[config.mk]
export PLATFORM = sky130hd
export DESIGN_NAME = secondary_core_hotplug_governor
export DESIGN_NICKNAME = d
export VERILOG_FILES = /design/src/hdl/shgov_pkg.sv /design/src/hdl/shgov_dp.sv /design/src/hdl/shgov_ctrl.sv /design/src/hdl/secondary_core_hotplug_governor.sv
export SDC_FILE = /design/constraint.sdc
export NUM_CORES = 1
export LEC_CHECK = 0
export CELL_PAD_IN_SITES_DETAIL_PLACEMENT = 0
export CELL_PAD_IN_SITES_GLOBAL_PLACEMENT = 2
export CORE_AREA = 4 4 296 298
export CTS_CLUSTER_SIZE = 8
export DETAILED_ROUTE_END_ITERATION = 6
export DIE_AREA = 0 0 300 302
export DONT_BUFFER_PORTS = 1
export HOLD_SLACK_MARGIN = 0.06
export PLACE_DENSITY = 0.63
export SLEW_MARGIN = 20
export SYNTH_ARGS = -nofsm -noshare
export SYNTH_HDL_FRONTEND = slang
export SYNTH_SLANG_ARGS = --single-unit
export TNS_END_PERCENT = 20
[constraint.sdc]
create_clock -name i_clk -period 6.4 [get_ports i_clk]
set_input_delay 1.92 -clock i_clk [delete_from_list [all_inputs] [get_ports i_clk]]
set_output_delay 1.92 -clock i_clk [all_outputs]
set_load 0.02 [all_outputs]
[src/hdl/shgov_pkg.sv]
// Types, constants and codes of the secondary core hotplug governor.
// Used by shgov_ctrl, shgov_dp and the top level; depends on nothing.
`timescale 1ns / 1ps
`default_nettype none

package shgov_pkg;

    // Field widths
    localparam int CNT_W      = 64;   // cumulative counter width, 32 to 64
    localparam int DLT_W      = 32;   // counter deltas are cut to this width
    localparam int FREQ_W     = 22;
    localparam int PCT_W      = 7;
    localparam int ACT_W      = 2;
    localparam int OP_W       = 3;
    localparam int CFG_IDX_W  = 2;
    localparam int CFG_DATA_W = 22;

    // Load arithmetic: (dw - di) * 100 needs DLT_W + 7 bits
    localparam int NUM_W      = DLT_W + PCT_W;
    localparam int QBIT_W     = 3;    // indexes the PCT_W quotient bits
    localparam logic [QBIT_W-1:0] QUOT_MSB   = QBIT_W'(PCT_W - 1);
    localparam logic [PCT_W-1:0]  LOAD_SCALE = PCT_W'(100);

    // Register reset values
    localparam logic [PCT_W-1:0]  RST_LOAD_HIGH = PCT_W'(50);
    localparam logic [FREQ_W-1:0] RST_FREQ_LOW  = FREQ_W'(200 * 1000);
    localparam logic [FREQ_W-1:0] RST_FREQ_HIGH = FREQ_W'(500 * 1000);

    typedef enum logic [OP_W-1:0] {
        OP_SAMPLE     = 3'd0,
        OP_SCREEN_OFF = 3'd1,
        OP_SCREEN_ON  = 3'd2,
        OP_SUSPEND    = 3'd3,
        OP_RESUME     = 3'd4,
        OP_REBOOT     = 3'd5
    } t_op;

    typedef enum logic [ACT_W-1:0] {
        ACT_NONE    = 2'd0,
        ACT_OFFLINE = 2'd1,
        ACT_ONLINE  = 2'd2
    } t_action;

    typedef enum logic [CFG_IDX_W-1:0] {
        CFG_LOAD_HIGH   = 2'd0,
        CFG_MANUAL_LOCK = 2'd1,
        CFG_FREQ_LOW    = 2'd2,
        CFG_FREQ_HIGH   = 2'd3
    } t_cfg_idx;

    typedef enum logic [2:0] {
        S_IDLE,
        S_EVAL,
        S_MUL,
        S_DIV,
        S_FIN,
        S_DONE
    } t_state;

    // Controller to datapath
    typedef struct packed {
        logic latch_in;   // capture the request payload
        logic eval;       // decide, update flags, take counter deltas
        logic mul;        // negative delta check, scale numerator by 100
        logic div_step;   // one restoring division step
        logic finish;     // threshold compare on the load
        logic load_out;   // copy the result into the output register
    } t_dp_cmd;

    // Datapath to controller
    typedef struct packed {
        logic need_div;   // sample that computes a load
        logic neg_delta;  // wall delta below idle delta
        logic div_last;   // last quotient bit in progress
    } t_dp_status;

endpackage

`default_nettype wire

[src/hdl/shgov_dp.sv]
// Datapath of the hotplug governor: configuration, lock and history state,
// counter deltas, bit-serial load division and the output register.
// Depends on shgov_pkg.
`timescale 1ns / 1ps
`default_nettype none

module shgov_dp (
    input  wire logic                                i_clk,
    input  wire logic                                i_rst_n,
    input  wire shgov_pkg::t_dp_cmd                  i_cmd,
    output shgov_pkg::t_dp_status                    o_status,
    input  wire logic                                i_cfg_we,
    input  wire logic [shgov_pkg::CFG_IDX_W-1:0]     i_cfg_index,
    input  wire logic [shgov_pkg::CFG_DATA_W-1:0]    i_cfg_data,
    input  wire logic [shgov_pkg::OP_W-1:0]          i_op,
    input  wire logic [shgov_pkg::FREQ_W-1:0]        i_cur_freq_khz,
    input  wire logic                                i_core1_online,
    input  wire logic [63:0]                         i_core0_idle_us,
    input  wire logic [63:0]                         i_core0_wall_us,
    output logic [shgov_pkg::ACT_W-1:0]              o_action,
    output logic                                     o_reschedule,
    output logic                                     o_long_delay,
    output logic [shgov_pkg::PCT_W-1:0]              o_load_pct
);

    // Configuration and history state (reset)
    logic [shgov_pkg::PCT_W-1:0]  r_load_high, n_load_high;
    logic                         r_manual, n_manual;
    logic [shgov_pkg::FREQ_W-1:0] r_freq_low, n_freq_low;
    logic [shgov_pkg::FREQ_W-1:0] r_freq_high, n_freq_high;
    logic [shgov_pkg::FREQ_W-1:0] r_prev_freq, n_prev_freq;
    logic [shgov_pkg::CNT_W-1:0]  r_prev_idle, n_prev_idle;
    logic [shgov_pkg::CNT_W-1:0]  r_prev_wall, n_prev_wall;
    logic                         r_screen_off, n_screen_off;
    logic                         r_susp, n_susp;
    logic                         r_reboot, n_reboot;
    logic                         r_delay_long, n_delay_long;

    // Request payload and work registers (no reset, except r_bit)
    shgov_pkg::t_op               r_op;
    logic [shgov_pkg::FREQ_W-1:0] r_freq;
    logic                         r_online;
    logic [shgov_pkg::CNT_W-1:0]  r_idle;
    logic [shgov_pkg::CNT_W-1:0]  r_wall;
    logic [shgov_pkg::DLT_W-1:0]  r_di, n_di;
    logic [shgov_pkg::DLT_W-1:0]  r_dw, n_dw;
    logic [shgov_pkg::NUM_W-1:0]  r_rem, n_rem;
    logic [shgov_pkg::PCT_W-1:0]  r_quot, n_quot;
    logic [shgov_pkg::QBIT_W-1:0] r_bit, n_bit;
    shgov_pkg::t_action           r_act, n_act;
    logic                         r_resched, n_resched;
    logic [shgov_pkg::PCT_W-1:0]  r_load, n_load;

    logic                         locked;
    logic                         low2;
    logic                         high2;
    logic                         skip;
    logic [shgov_pkg::CNT_W-1:0]  d_idle;
    logic [shgov_pkg::CNT_W-1:0]  d_wall;
    logic [shgov_pkg::DLT_W-1:0]  diff;
    logic [shgov_pkg::NUM_W-1:0]  trial;
    logic                         div_take;

    // Decision terms from the captured request
    assign locked = r_manual | r_susp | r_reboot;
    assign low2   = (r_freq <= r_freq_low) && (r_prev_freq <= r_freq_low);
    assign high2  = (r_freq > r_freq_high) && (r_prev_freq > r_freq_high);
    assign skip   = r_screen_off && !r_online;
    assign d_idle = r_idle - r_prev_idle;
    assign d_wall = r_wall - r_prev_wall;
    assign diff   = r_dw - r_di;
    assign trial  = shgov_pkg::NUM_W'(r_dw) << r_bit;
    // a zero wall delta leaves the quotient at zero
    assign div_take = (r_dw != '0) && (r_rem >= trial);

    assign o_status.need_div  = (r_op == shgov_pkg::OP_SAMPLE) && !skip && !locked
                                && !low2 && high2 && !r_online;
    assign o_status.neg_delta = r_dw < r_di;
    assign o_status.div_last  = r_bit == '0;

    // Next state
    always_comb begin
        n_load_high  = r_load_high;
        n_manual     = r_manual;
        n_freq_low   = r_freq_low;
        n_freq_high  = r_freq_high;
        n_prev_freq  = r_prev_freq;
        n_prev_idle  = r_prev_idle;
        n_prev_wall  = r_prev_wall;
        n_screen_off = r_screen_off;
        n_susp       = r_susp;
        n_reboot     = r_reboot;
        n_delay_long = r_delay_long;
        n_di         = r_di;
        n_dw         = r_dw;
        n_rem        = r_rem;
        n_quot       = r_quot;
        n_bit        = r_bit;
        n_act        = r_act;
        n_resched    = r_resched;
        n_load       = r_load;

        // the user must write configuration only while idle; the block does not enforce it
        if (i_cfg_we) begin
            case (shgov_pkg::t_cfg_idx'(i_cfg_index))
                shgov_pkg::CFG_LOAD_HIGH:   n_load_high = i_cfg_data[shgov_pkg::PCT_W-1:0];
                shgov_pkg::CFG_MANUAL_LOCK: n_manual    = i_cfg_data[0];
                shgov_pkg::CFG_FREQ_LOW:    n_freq_low  = i_cfg_data[shgov_pkg::FREQ_W-1:0];
                shgov_pkg::CFG_FREQ_HIGH:   n_freq_high = i_cfg_data[shgov_pkg::FREQ_W-1:0];
                default: ;
            endcase
        end

        // decision step
        if (i_cmd.eval) begin
            n_act     = shgov_pkg::ACT_NONE;
            n_resched = 1'b0;
            n_load    = '0;
            case (r_op)
                shgov_pkg::OP_SAMPLE: begin
                    if (!skip) begin
                        n_resched   = 1'b1;
                        n_prev_freq = r_freq;
                        if (!locked) begin
                            if (low2) begin
                                n_act        = r_online ? shgov_pkg::ACT_OFFLINE
                                                        : shgov_pkg::ACT_NONE;
                                n_delay_long = 1'b0;
                            end else if (high2) begin
                                if (!r_online) begin
                                    n_prev_idle = r_idle;
                                    n_prev_wall = r_wall;
                                    n_di        = d_idle[shgov_pkg::DLT_W-1:0];
                                    n_dw        = d_wall[shgov_pkg::DLT_W-1:0];
                                end
                            end else begin
                                n_delay_long = r_online;
                            end
                        end
                    end
                end
                shgov_pkg::OP_SCREEN_OFF: n_screen_off = 1'b1;
                shgov_pkg::OP_SCREEN_ON: begin
                    n_screen_off = 1'b0;
                    n_resched    = 1'b1;
                end
                shgov_pkg::OP_SUSPEND: n_susp   = 1'b1;
                shgov_pkg::OP_RESUME:  n_susp   = 1'b0;
                shgov_pkg::OP_REBOOT:  n_reboot = 1'b1;
                default: ;
            endcase
        end

        // negative delta aborts, otherwise scale the busy time by 100
        if (i_cmd.mul) begin
            if (r_dw < r_di) begin
                n_delay_long = 1'b0;
            end else begin
                n_rem  = shgov_pkg::NUM_W'(diff) * shgov_pkg::NUM_W'(shgov_pkg::LOAD_SCALE);
                n_quot = '0;
                n_bit  = shgov_pkg::QUOT_MSB;
            end
        end

        // restoring division, one quotient bit per cycle
        if (i_cmd.div_step) begin
            if (div_take) begin
                n_rem         = r_rem - trial;
                n_quot[r_bit] = 1'b1;
            end
            n_bit = r_bit - 1'b1;
        end

        // threshold compare
        if (i_cmd.finish) begin
            n_load = r_quot;
            if (r_quot > r_load_high) begin
                n_act        = shgov_pkg::ACT_ONLINE;
                n_delay_long = 1'b1;
            end else begin
                n_delay_long = 1'b0;
            end
        end
    end

    // State registers
    always_ff @(posedge i_clk) begin
        if (!i_rst_n) begin
            r_load_high  <= shgov_pkg::RST_LOAD_HIGH;
            r_manual     <= 1'b0;
            r_freq_low   <= shgov_pkg::RST_FREQ_LOW;
            r_freq_high  <= shgov_pkg::RST_FREQ_HIGH;
            r_prev_freq  <= '0;
            r_prev_idle  <= '0;
            r_prev_wall  <= '0;
            r_screen_off <= 1'b0;
            r_susp       <= 1'b0;
            r_reboot     <= 1'b0;
            r_delay_long <= 1'b0;
            r_bit        <= '0;
        end else begin
            r_load_high  <= n_load_high;
            r_manual     <= n_manual;
            r_freq_low   <= n_freq_low;
            r_freq_high  <= n_freq_high;
            r_prev_freq  <= n_prev_freq;
            r_prev_idle  <= n_prev_idle;
            r_prev_wall  <= n_prev_wall;
            r_screen_off <= n_screen_off;
            r_susp       <= n_susp;
            r_reboot     <= n_reboot;
            r_delay_long <= n_delay_long;
            r_bit        <= n_bit;
        end
    end

    // Payload and work registers
    always_ff @(posedge i_clk) begin
        if (i_cmd.latch_in) begin
            r_op     <= shgov_pkg::t_op'(i_op);
            r_freq   <= i_cur_freq_khz;
            r_online <= i_core1_online;
            r_idle   <= i_core0_idle_us[shgov_pkg::CNT_W-1:0];
            r_wall   <= i_core0_wall_us[shgov_pkg::CNT_W-1:0];
        end
        r_di      <= n_di;
        r_dw      <= n_dw;
        r_rem     <= n_rem;
        r_quot    <= n_quot;
        r_act     <= n_act;
        r_resched <= n_resched;
        r_load    <= n_load;
    end

    // Output register
    always_ff @(posedge i_clk) begin
        if (i_cmd.load_out) begin
            o_action     <= r_act;
            o_reschedule <= r_resched;
            o_long_delay <= r_delay_long;
            o_load_pct   <= r_load;
        end
    end

    // Quotient of (dw - di) * 100 / dw never exceeds 100
    a_load_range: assert property (@(posedge i_clk) disable iff (!i_rst_n)
        i_cmd.finish |-> r_quot <= shgov_pkg::LOAD_SCALE)
        else $error("load quotient above 100");

    // Reboot lock is sticky until reset
    a_reboot_sticky: assert property (@(posedge i_clk) disable iff (!i_rst_n)
        r_reboot |=> r_reboot)
        else $error("reboot lock cleared");

endmodule

`default_nettype wire

[src/hdl/shgov_ctrl.sv]
// Sequencer of the hotplug governor: request handshake, step commands to
// the datapath and the output valid flag. Depends on shgov_pkg.
`timescale 1ns / 1ps
`default_nettype none

module shgov_ctrl (
    input  wire logic                   i_clk,
    input  wire logic                   i_rst_n,
    input  wire logic                   i_in_valid,
    output logic                        o_in_ready,
    output logic                        o_out_valid,
    input  wire logic                   i_out_ready,
    input  wire shgov_pkg::t_dp_status  i_status,
    output shgov_pkg::t_dp_cmd          o_cmd
);

    shgov_pkg::t_state r_state, n_state;
    logic              r_out_valid, n_out_valid;

    assign o_out_valid = r_out_valid;

    // State register
    always_ff @(posedge i_clk) begin
        if (!i_rst_n) begin
            r_state     <= shgov_pkg::S_IDLE;
            r_out_valid <= 1'b0;
        end else begin
            r_state     <= n_state;
            r_out_valid <= n_out_valid;
        end
    end

    // Next state and commands
    always_comb begin
        n_state     = r_state;
        n_out_valid = r_out_valid && !i_out_ready;
        o_in_ready  = 1'b0;
        o_cmd       = '0;
        case (r_state)
            shgov_pkg::S_IDLE: begin
                o_in_ready     = 1'b1;
                o_cmd.latch_in = i_in_valid;
                if (i_in_valid) begin
                    n_state = shgov_pkg::S_EVAL;
                end
            end
            shgov_pkg::S_EVAL: begin
                o_cmd.eval = 1'b1;
                n_state    = i_status.need_div ? shgov_pkg::S_MUL : shgov_pkg::S_DONE;
            end
            shgov_pkg::S_MUL: begin
                o_cmd.mul = 1'b1;
                n_state   = i_status.neg_delta ? shgov_pkg::S_DONE : shgov_pkg::S_DIV;
            end
            shgov_pkg::S_DIV: begin
                o_cmd.div_step = 1'b1;
                if (i_status.div_last) begin
                    n_state = shgov_pkg::S_FIN;
                end
            end
            shgov_pkg::S_FIN: begin
                o_cmd.finish = 1'b1;
                n_state      = shgov_pkg::S_DONE;
            end
            shgov_pkg::S_DONE: begin
                // hand over once the output register is free
                if (!r_out_valid || i_out_ready) begin
                    o_cmd.load_out = 1'b1;
                    n_out_valid    = 1'b1;
                    n_state        = shgov_pkg::S_IDLE;
                end
            end
            default: n_state = shgov_pkg::S_IDLE;
        endcase
    end

    // A pending result is never overwritten
    a_no_overwrite: assert property (@(posedge i_clk) disable iff (!i_rst_n)
        o_cmd.load_out |-> (!r_out_valid || i_out_ready))
        else $error("output register overwritten");

    // A loaded result shows valid on the next cycle
    a_load_valid: assert property (@(posedge i_clk) disable iff (!i_rst_n)
        o_cmd.load_out |=> r_out_valid)
        else $error("result lost after load");

    // An accepted request is evaluated next
    a_accept_eval: assert property (@(posedge i_clk) disable iff (!i_rst_n)
        (i_in_valid && o_in_ready) |=> r_state == shgov_pkg::S_EVAL)
        else $error("accepted request not evaluated");

    // Division enters only through the multiply step
    a_div_entry: assert property (@(posedge i_clk) disable iff (!i_rst_n)
        $rose(r_state == shgov_pkg::S_DIV) |-> $past(r_state) == shgov_pkg::S_MUL)
        else $error("division started without scaled numerator");

endmodule

`default_nettype wire

[src/hdl/secondary_core_hotplug_governor.sv]
// Top level of the secondary core hotplug governor.
// Instantiates shgov_ctrl and shgov_dp; depends on shgov_pkg.
//
//  Channel   Direction  Handshake                  Payload
//  in        request    i_in_valid / o_in_ready    i_op, i_cur_freq_khz, i_core1_online,
//                                                  i_core0_idle_us, i_core0_wall_us
//  out       result     o_out_valid / i_out_ready  o_action, o_reschedule, o_long_delay,
//                                                  o_load_pct
//  cfg       write      i_cfg_valid / o_cfg_ready  i_cfg_index, i_cfg_data
//
// One request at a time, from acceptance to the next acceptance. The controller passes
// through EVAL and DONE when no load is computed, adds MUL when the wall delta is below
// the idle delta, and MUL, DIV (the 7-step restoring divider) and FIN otherwise.
// Synchronous active-low reset returns state and configuration registers to defaults.
// A stalled result holds the output register while the next request is accepted;
// that request waits for the register. Configuration writes are always ready.
`timescale 1ns / 1ps
`default_nettype none

module secondary_core_hotplug_governor (
    input  wire logic                                i_clk,
    input  wire logic                                i_rst_n,
    input  wire logic                                i_in_valid,
    output logic                                     o_in_ready,
    input  wire logic [shgov_pkg::OP_W-1:0]          i_op,
    input  wire logic [shgov_pkg::FREQ_W-1:0]        i_cur_freq_khz,
    input  wire logic                                i_core1_online,
    input  wire logic [63:0]                         i_core0_idle_us,
    input  wire logic [63:0]                         i_core0_wall_us,
    output logic                                     o_out_valid,
    input  wire logic                                i_out_ready,
    output logic [shgov_pkg::ACT_W-1:0]              o_action,
    output logic                                     o_reschedule,
    output logic                                     o_long_delay,
    output logic [shgov_pkg::PCT_W-1:0]              o_load_pct,
    input  wire logic                                i_cfg_valid,
    output logic                                     o_cfg_ready,
    input  wire logic [shgov_pkg::CFG_IDX_W-1:0]     i_cfg_index,
    input  wire logic [shgov_pkg::CFG_DATA_W-1:0]    i_cfg_data
);

    shgov_pkg::t_dp_cmd    cmd;
    shgov_pkg::t_dp_status status;

    assign o_cfg_ready = 1'b1;

    // Sequencer
    shgov_ctrl u_ctrl (
        .i_clk       (i_clk),
        .i_rst_n     (i_rst_n),
        .i_in_valid  (i_in_valid),
        .o_in_ready  (o_in_ready),
        .o_out_valid (o_out_valid),
        .i_out_ready (i_out_ready),
        .i_status    (status),
        .o_cmd       (cmd)
    );

    // Datapath
    shgov_dp u_dp (
        .i_clk          (i_clk),
        .i_rst_n        (i_rst_n),
        .i_cmd          (cmd),
        .o_status       (status),
        .i_cfg_we       (i_cfg_valid && o_cfg_ready),
        .i_cfg_index    (i_cfg_index),
        .i_cfg_data     (i_cfg_data),
        .i_op           (i_op),
        .i_cur_freq_khz (i_cur_freq_khz),
        .i_core1_online (i_core1_online),
        .i_core0_idle_us(i_core0_idle_us),
        .i_core0_wall_us(i_core0_wall_us),
        .o_action       (o_action),
        .o_reschedule   (o_reschedule),
        .o_long_delay   (o_long_delay),
        .o_load_pct     (o_load_pct)
    );

endmodule

`default_nettype wire

# Yosys cells after proc, flatten, opt, wreduce, memory -nomap -nowiden
# Index checks and enable logic that the tools add are counted.
# classes
addsub,5
n_mul,1
n_lt_le_gt_ge,9
eq_ne,17
n_shift,1
mux,53
n_bitwise,7
n_reduce_logical,38
# ops
op,n
$mux W39,4
$sub A32 B32 Y32,3
$gt A22 B22 Y1,2
$le A22 B22 Y1,2
$mux W7,6
$ge A39 B39 Y1,1
$shl A32 B3 Y39,1
$sub A39 B39 Y39,1
$mul A32 B5 Y37 const B,1
$lt A32 B32 Y1,1
$reduce_bool A32 Y1,1
$mux W3,8
$mux W1,23
$pmux W3 S6,1
$reduce_and A2 Y1,8
$mux W2,7
$eq A3 B2 Y1 const B,4
$eq A3 B3 Y1 const B,4
$logic_and A1 B1 Y1,11
$logic_not A3 Y1,3
$reduce_bool A2 Y1,4
$gt A7 B7 Y1,1
$or A7 B7 Y7,1
$reduce_and A7 Y1,1
16 further kinds,32
# word_totals
register_bits,370
word_cells,161

# Longest topological paths before layout
# Gate-level depths: netlist of the first run.
# logic_depth
ltp_word,11
depth_mapped,28

# By module
# A second synthesis of the first run with hierarchy kept.
# unflattened
hier_cells,2892
hier_area_um2,26774.4
# modules_own_cells
mod,instances,cells_each,area_each_um2,seq_area_each_um2
shgov_dp,1,2855,26466.6,9058.7
shgov_ctrl,1,35,296.5,80.1
secondary_core_hotplug_governor,1,2,11.3,0.0

# Least setup slack after synthesis of the first run
# No wires, ideal clock.
# synth_path
path_kind,reg2reg
from,register u_dp.r_dw[0] (netlist bit)
to,register u_dp.r_rem[37] (netlist bit)
setup_ns,0.121
arrival_ns,5.697
setup_slack_ns,0.583
path_stages_with_launch,27
period_less_slack_ns,5.817
cell_sequence,edfxtp_1 -> inv_1 -> ha_1 -> fa_1 -> nand2b_1 -> a21oi_1 -> o41a_1 -> a41oi_2 -> o21ai_2 -> or2_1 -> a31oi_1 -> xnor2_1 -> ha_1 -> ha_1 -> inv_1 -> fa_1 -> inv_1 -> ha_1 -> a21o_1 -> nor3_1 -> o21ai_0 -> a22o_1 -> a31o_1 -> a41oi_2 -> o21ai_1 -> a221o_1 -> mux2_2
# synth_via
elab_chain_len,6
# synth_lines
element,line,rtl
"start, declared",shgov_dp.sv:46,"logic [shgov_pkg::DLT_W-1:0] r_dw, n_dw;"
"start signal, assigned",shgov_dp.sv:227,r_dw <= n_dw;
$sub A32 B32 Y32,shgov_dp.sv:71,assign diff = r_dw - r_di;
$mul A32 B5 Y37,shgov_dp.sv:159,n_rem = shgov_pkg::NUM_W'(diff) * shgov_pkg::NUM_W'(shgov_pkg::LOAD_SCALE);
$mux W39,shgov_dp.sv:156,if (r_dw < r_di) begin
$mux W39,shgov_dp.sv:155,if (i_cmd.mul) begin
$mux W39,shgov_dp.sv:167,if (div_take) begin
$mux W39 *,shgov_dp.sv:166,if (i_cmd.div_step) begin
"net u_dp.n_rem, one bit",shgov_dp.sv:47,"logic [shgov_pkg::NUM_W-1:0] r_rem, n_rem;"
"end signal, assigned",shgov_dp.sv:228,r_rem <= n_rem;
"end, declared",shgov_dp.sv:47,
# Mark *: on every way through the listed nets, which the timed path passes. The rest lies on a longest branch.
# A chain may end at the register's enable or synchronous reset.

# Final worst setup path of the first run
# layout_path
from,register u_dp.r_dw[1] (netlist bit)
to,register u_dp.r_rem[38] (netlist bit)
# Same word-level chain as after synthesis.

==> flow_summary.ini, run 1 <==
[final_layout]
commonest_non_fill_non_tap_cells_in_the_layout = sky130_fd_sc_hd__inv_1 (332), sky130_fd_sc_hd__ha_1 (329), sky130_fd_sc_hd__nand2_1 (224)
final.fill_count = 8748
flow.area_growth_from_synthesis_pct = 12.3
mostFrequentLayoutCell = sky130_fd_sc_hd__inv_1
layout.cell_area.non_filler_um2 = 30200
final_net_count = 3429
final_layout_size_suffix_gt1_share_pct = 7.69

[logic_synthesis]
synth_cell_type_count = 86
sequential_cell_area_fraction_in_the_yosys_report_pct = 33.9
synth-main-ff-cell = sky130_fd_sc_hd__dfxtp_1
synthesis.instances = 2839
synth.net_count = 3383
synth_enable_flop_cells = 173
async_reset_ff_share_pct = 0
synthesis.area_per_instance_um2 = 9.49
ys_seq_elements = 370
post_synth_instance_area_um2 = 26900
yosysWarningCount = 0

[die]
die_width_um = 300
die_area_um2 = 90600
starting_density_pct = 31.7
floorplan.io_pins = 197
floorplan.core_area_um2 = 84900
floorplan.rows = 107
fp.dieH_um = 302

[clock_network]
clk_transition_reported_paths_ps = 60
clock_insertion_delay_worst_skew_ps = 600
clkSinkCount = 370
tritoncts.num_buffers = 52
cts-htree-levels = 2
clock_tree_from_tritoncts = yes
clockRootBuffer = sky130_fd_sc_hd__clkbuf_16
max-clock-path-buffers = 3

[placed_design]
buffer_ports.inserted = 0
dp_hpwl_um = 55600
gp_congestion = 0.815
place_area_um2 = 28600

[worst_setup_path]
worst-setup-path-type = flip-flop to flip-flop
worstPathArrival_ps = 6530
timing.critical_path.to_type = flip-flop
critical_path_required_ps = 6880
highest_net_fanout_along_the_worst_path = 4
critical_path.startpoint_type = flip-flop

[detailed_routing]
wire_per_inst_um = 17.4
first_pass_iters = 5
route.final.wire_length_um = 70700
drt_iter0_drc = 939
post_drt_antenna_nets = 0
num_vias = 19785
vias_per_cell = 4.86
route.detailed.drc = 0

[grt]
grt_usage_pct = 15.6
via_count_of_the_first_global_routing_pass = 20295
grt_antenna_before_repair = 3
grt_max_degree = 150
grt-ovfl-total = 0
grt_pass1_wl_um = 113000

[timing]
timing_worst_slew_pin_value_ps = 979
fmax_mhz = 165
rsz0062_at_grt = yes
report.final.setup_viol = 0
clock_skew_after_layout_ps = 19.0
final-max-slew-violation-count = 0
post-route-period-util_pct = 94.4
tns_ps = 0
report.final.hold_viol_count = 0
slew_headroom_pct = 34.2
post-route-min-period_ps = 6040

[power]
power.density_nw_per_um2 = 189
power_switching_mw = 1.37
internal-power_mw = 4.34
p_sw_share_pct = 24.0
seq_power_share_pct = 46.1
vdd_drop_max_mv = 0.203
static_leak_nw = 12.6
clock_power_share_pct = 45.3
share_comb_of_total_power_pct = 8.6

[status]
run_status = complete, no violations

[worst_hold_path]
min-delay-path-class = flip-flop to flip-flop

[job]
drv_cap = 0
==> flip-flops by register name (all words and copies together) (netlist names), 2 cells and up <==
| register | flops |
|---|---|
| u_dp.r_rem | 39 |
| u_dp.r_di | 32 |
| u_dp.r_dw | 32 |
| u_dp.r_idle | 32 |
| u_dp.r_prev_idle | 32 |
| u_dp.r_prev_wall | 32 |
| u_dp.r_wall | 32 |
| u_dp.r_freq | 22 |
| u_dp.r_freq_high | 22 |
| u_dp.r_freq_low | 22 |
| u_dp.r_prev_freq | 22 |
| u_dp.o_load_pct | 7 |
| u_dp.r_load | 7 |
| u_dp.r_load_high | 7 |
| u_dp.r_quot | 7 |
| u_ctrl.r_state | 3 |
| u_dp.r_bit | 3 |
| u_dp.r_op | 3 |
| u_dp.o_action | 2 |
| u_dp.r_act | 2 |
==> through the flow <==
step                      cells  hold slack [ps]  worst slack [ps]  total power, mW  util, %
final                      4069              422               355             5.70     35.6
after global routing       4068              420             -23.4             6.00     35.6
after CTS                  4064              423              53.0             5.83     35.5
after detailed placement   3971              408              -118             3.17     33.7
after global placement     3971              409             -93.4             3.16     33.7
after floorplan            2839              400               583             3.04        -
==> per-layer routing <==
metal,GRT usage (%),part of all wire (%),wire length [um]
met1,21.7,50,35300
met2,25.5,45,31900
met3,2.21,3.0,2110
met4,3.80,2.0,1390
met5,0,0.018,13
==> logic make-up after synthesis <==
| family | share of synthesized area (%) |
|---|---|
| other | 0.0139 |
| AO/OA/AOI/OAI | 16.8 |
| multiplexers | 8.11 |
| AND/OR/NAND/NOR | 12.7 |
| flip-flops | 33.9 |
| adder cells (fa/ha/maj) | 17.6 |
| buffers and inverters | 6.06 |
| XOR/XNOR | 4.78 |
==> layout make-up <==
class | count | area (um^2) | area share [%]
Inverter | 332 | 1250 | 4.12
Clock buffer | 93 | 1500 | 4.95
Timing Repair Buffer | 79 | 606 | 2.00
Antenna cell | 1 | 2.50 | 0.00827
Multi-Input combinational cell | 2050 | 16300 | 54.0
Tap cell | 1144 | 1430 | 4.73
Sequential cell | 370 | 9140 | 30.2
==> power groups by stage <==
stage / sequential, mW / combinational (mW) / clock (mW)
floorplan: 2.66 / 0.384 / 0
global placement: 2.68 / 0.483 / 0
detailed placement: 2.68 / 0.489 / 0
CTS: 2.63 / 0.492 / 2.71
global route: 2.64 / 0.559 / 2.81
finish: 2.63 / 0.488 / 2.58
==> final timing paths <==
kind	to	from	depth (start not counted)	slack [ps]
worst max register to register	u_dp.r_rem[38]$_DFF_P_	u_dp.r_dw[1]$_DFFE_PP_	27	360
worst min register to register	u_dp.o_reschedule$_DFFE_PP_	u_dp.r_resched$_DFFE_PP_	0	420
worst max-delay path	u_dp.r_rem[38]$_DFF_P_	u_dp.r_dw[1]$_DFFE_PP_	27	360
worst min-delay path	u_dp.o_reschedule$_DFFE_PP_	u_dp.r_resched$_DFFE_PP_	0	420
==> critical path, cell delays in order, from the launching register on <==
cell and delay, ps:
sky130_fd_sc_hd__edfxtp_1 390, sky130_fd_sc_hd__ha_1 280, sky130_fd_sc_hd__nor2b_1 130, sky130_fd_sc_hd__o21a_1 150, sky130_fd_sc_hd__o21ai_1 70, sky130_fd_sc_hd__buf_4 150
sky130_fd_sc_hd__a21oi_2 170, sky130_fd_sc_hd__o31ai_2 100, sky130_fd_sc_hd__buf_4 150, sky130_fd_sc_hd__buf_4 130, sky130_fd_sc_hd__a2111o_1 390, sky130_fd_sc_hd__a21oi_1 160
sky130_fd_sc_hd__nor2_1 130, sky130_fd_sc_hd__buf_4 160, sky130_fd_sc_hd__o21ai_2 180, sky130_fd_sc_hd__xor2_1 270, sky130_fd_sc_hd__ha_1 290, sky130_fd_sc_hd__ha_1 280
sky130_fd_sc_hd__inv_1 50, sky130_fd_sc_hd__fa_1 520, sky130_fd_sc_hd__inv_1 40, sky130_fd_sc_hd__ha_1 340, sky130_fd_sc_hd__and4_1 270, sky130_fd_sc_hd__nand2_1 130
sky130_fd_sc_hd__o311ai_2 320, sky130_fd_sc_hd__o211ai_1 190, sky130_fd_sc_hd__xor2_2 240, sky130_fd_sc_hd__a221oi_1 250
==> repair_timing <==
item | in CTS | in global routing
pin swaps | 0 | 8
hold endpoints to repair | 0 | 0
setup buffers | 0 | 4
gates resized for setup | 2 | 28
gates cloned | 0 | 0
setup endpoints to repair | 2 | 12
hold buffers | 0 | 0
==> cell usage after synthesis, types with 30 or more instances <==
library cell               count  area [um^2]
sky130_fd_sc_hd__inv_1       332         1250
sky130_fd_sc_hd__ha_1        330         4130
sky130_fd_sc_hd__nand2_1     225          845
sky130_fd_sc_hd__dfxtp_1     197         3940
sky130_fd_sc_hd__a21oi_1     177          886
sky130_fd_sc_hd__edfxtp_1    173         5190
sky130_fd_sc_hd__mux2i_1     156         1560
sky130_fd_sc_hd__nor2b_1     111          694
sky130_fd_sc_hd__a21o_1      107          803
sky130_fd_sc_hd__nor2_1      103          387
sky130_fd_sc_hd__xnor2_1     102          893
sky130_fd_sc_hd__o21ai_0      85          425
sky130_fd_sc_hd__clkbuf_1     61          229
sky130_fd_sc_hd__a21boi_0     60          450
sky130_fd_sc_hd__xor2_1       45          394
sky130_fd_sc_hd__nand3_1      39          195
sky130_fd_sc_hd__nand2b_1     36          225
sky130_fd_sc_hd__fa_1         31          621
sky130_fd_sc_hd__nor3_1       31          155
sky130_fd_sc_hd__nand4_1      30          188
(Power assumes the default switching activity.)
==> run 2: changes to the inputs <==
--- a/config.mk
+++ b/config.mk
@@ -7,10 +7,10 @@
 export LEC_CHECK = 0
 export CELL_PAD_IN_SITES_DETAIL_PLACEMENT = 0
 export CELL_PAD_IN_SITES_GLOBAL_PLACEMENT = 2
-export CORE_AREA = 4 4 296 298
+export CORE_AREA = 4 4 251 351
 export CTS_CLUSTER_SIZE = 8
 export DETAILED_ROUTE_END_ITERATION = 6
-export DIE_AREA = 0 0 300 302
+export DIE_AREA = 0 0 255 355
 export DONT_BUFFER_PORTS = 1
 export HOLD_SLACK_MARGIN = 0.06
 export PLACE_DENSITY = 0.63
==> flow_summary.ini, run 2 (synthesis results as in run 1) <==
[timing]
timing_worst_slew_pin_value_ps = 1070
slew_headroom_pct = 28.5
report.final.setup_viol = 0
post-route-min-period_ps = 6060
final-max-slew-violation-count = 0
tns_ps = 0
post-route-period-util_pct = 94.7
fmax_mhz = 165
finalHoldWorstSlack_ps = 408
report.final.hold_viol_count = 0
clock_skew_after_layout_ps = 28.8

[power]
static_leak_nw = 12.7
vdd_drop_max_mv = 0.209
power.density_nw_per_um2 = 191
seq_power_share_pct = 45.5
p_sw_share_pct = 24.4
totalPowerFinal_mw = 5.78
internal-power_mw = 4.37
power_switching_mw = 1.41
clock_power_share_pct = 46.1
share_comb_of_total_power_pct = 8.4

[final_layout]
flow.area_growth_from_synthesis_pct = 12.4
mostFrequentLayoutCell = sky130_fd_sc_hd__inv_1
commonest_non_fill_non_tap_cells_in_the_layout = sky130_fd_sc_hd__inv_1 (332), sky130_fd_sc_hd__ha_1 (329), sky130_fd_sc_hd__nand2_1 (225)
largest_register_ffs = 39
registers.top_by_ff_count = u_dp.r_rem
post_layout_nonfiller_instances = 4028
final_net_count = 3433
final.fill_count = 8792
final_layout_size_suffix_gt1_share_pct = 7.98
final_core_utilization_pct = 35.6

[worst_hold_path]
min-delay-path-class = flip-flop to flip-flop

[detailed_routing]
vias_per_cell = 4.93
num_vias = 19847
route.final.wire_length_um = 71000
route.detailed.drc = 0
wire_per_inst_um = 17.6
drt_iter0_drc = 716
post_drt_antenna_nets = 0
first_pass_iters = 5

[die]
starting_density_pct = 31.6
floorplan.core_area_um2 = 85200
floorplan.io_pins = 197
floorplan.rows = 127
die_width_um = 255
die_area_um2 = 90500
fp.dieH_um = 355

[grt]
grt_max_degree = 150
grt-ovfl-total = 0
globalRoute.busiestLayer = met2
grt_usage_pct = 15.7
grt.met1_usage_pct = 19.3
grt_antenna_before_repair = 4
grt_pass1_wl_um = 114000
met3_usage_pct = 1.93
gr-usage-met2_pct = 28.3
via_count_of_the_first_global_routing_pass = 21003

[worst_setup_path]
worstPathArrival_ps = 6510
timing.critical_path.to_type = flip-flop
cp_slowest_stage_delay_ps = 530
highest_net_fanout_along_the_worst_path = 3
critical_path_required_ps = 6850
worst-setup-path-type = flip-flop to flip-flop
cell_at_the_slowest_stage_of_the_critical_path = sky130_fd_sc_hd__fa_1
critical_path.startpoint_type = flip-flop

[clock_network]
clockRootBuffer = sky130_fd_sc_hd__clkbuf_16
clkSinkCount = 370
cts-htree-levels = 2
cts-hold-fix-buffers = 0
tritoncts.num_buffers = 53
clock_insertion_delay_worst_skew_ps = 610
clk_transition_reported_paths_ps = 60
clock_tree_from_tritoncts = yes
max-clock-path-buffers = 3

[placed_design]
dp_cell_count = 3928
dp_hpwl_um = 56000
buffer_ports.inserted = 0
gp_congestion = 0.846

[status]
run_status = complete, no violations

[job]
drv_cap = 0
==> run 2: changes by cell type in the layout (fill, tap and decap cells not counted), moves of 2 or more <==
cell	change
sky130_fd_sc_hd__a21oi_2	-2
sky130_fd_sc_hd__a21oi_1	+2
sky130_fd_sc_hd__nor2_1	-2
sky130_fd_sc_hd__buf_4	+3
sky130_fd_sc_hd__nor2_2	+2
==> run 2: layer usage <==
layer	vias up	share of wire, %
li1	10190	-
met1	9285	44
met2	261	50
met3	109	2.6
met4	2	3.5
met5	-	0.0099
==> run 2: worst max-delay path: cells and delay by family, from the launching register on <==
family | cells | cell delay, ps
flip-flops | 1 | 400
XOR/XNOR | 2 | 440
adder cells (fa/ha/maj) | 5 | 1680
AO/OA/AOI/OAI | 15 | 2450
AND/OR/NAND/NOR | 2 | 230
buffers and inverters | 6 | 680
==> run 2: cell type report <==
class,count,area (um^2),area share (%)
Tap cell,1096,1370,4.53
Clock inverter,2,25.0,0.0826
Clock buffer,95,1530,5.04
Inverter,332,1250,4.11
Sequential cell,370,9140,30.2
Antenna cell,1,2.50,0.00826
Multi-Input combinational cell,2050,16300,54.0
Timing Repair Buffer,82,628,2.07
==> run 2: worst paths after layout <==
path | startpoint | endpoint | slack, ps | depth (start not counted)
worst max-delay path | u_dp.r_dw[1]$_DFFE_PP_ | u_dp.r_rem[38]$_DFF_P_ | 340 | 30
worst min-delay path | u_dp.r_load[0]$_SDFFCE_PN0P_ | u_dp.o_load_pct[0]$_DFFE_PP_ | 410 | 0
worst max register to register | u_dp.r_dw[1]$_DFFE_PP_ | u_dp.r_rem[38]$_DFF_P_ | 340 | 30
worst min register to register | u_dp.r_load[0]$_SDFFCE_PN0P_ | u_dp.o_load_pct[0]$_DFFE_PP_ | 410 | 0
==> run 2: stage by stage <==
stage | area [um^2] | setup slack (ps)
finish | 30300 | 339
global route | 30300 | -31.8
detailed placement | 28600 | -47.2
global placement | 28600 | -8.71
CTS | 30100 | 0.982
floorplan | 26900 | 583
==> run 2: what timing repair did <==
item	CTS	global route
resized for setup	4	29
pin swaps	4	13
buffers inserted	0	2
setup endpoints to repair	2	12
==> run 2: power groups by stage <==
stage                     sequential [mW]  clock [mW]  combinational, mW
after global placement               2.68           0              0.481
after floorplan                      2.66           0              0.384
after global routing                 2.64        2.86              0.556
after CTS                            2.63        2.78              0.490
after detailed placement             2.68           0              0.487
final                                2.63        2.67              0.485
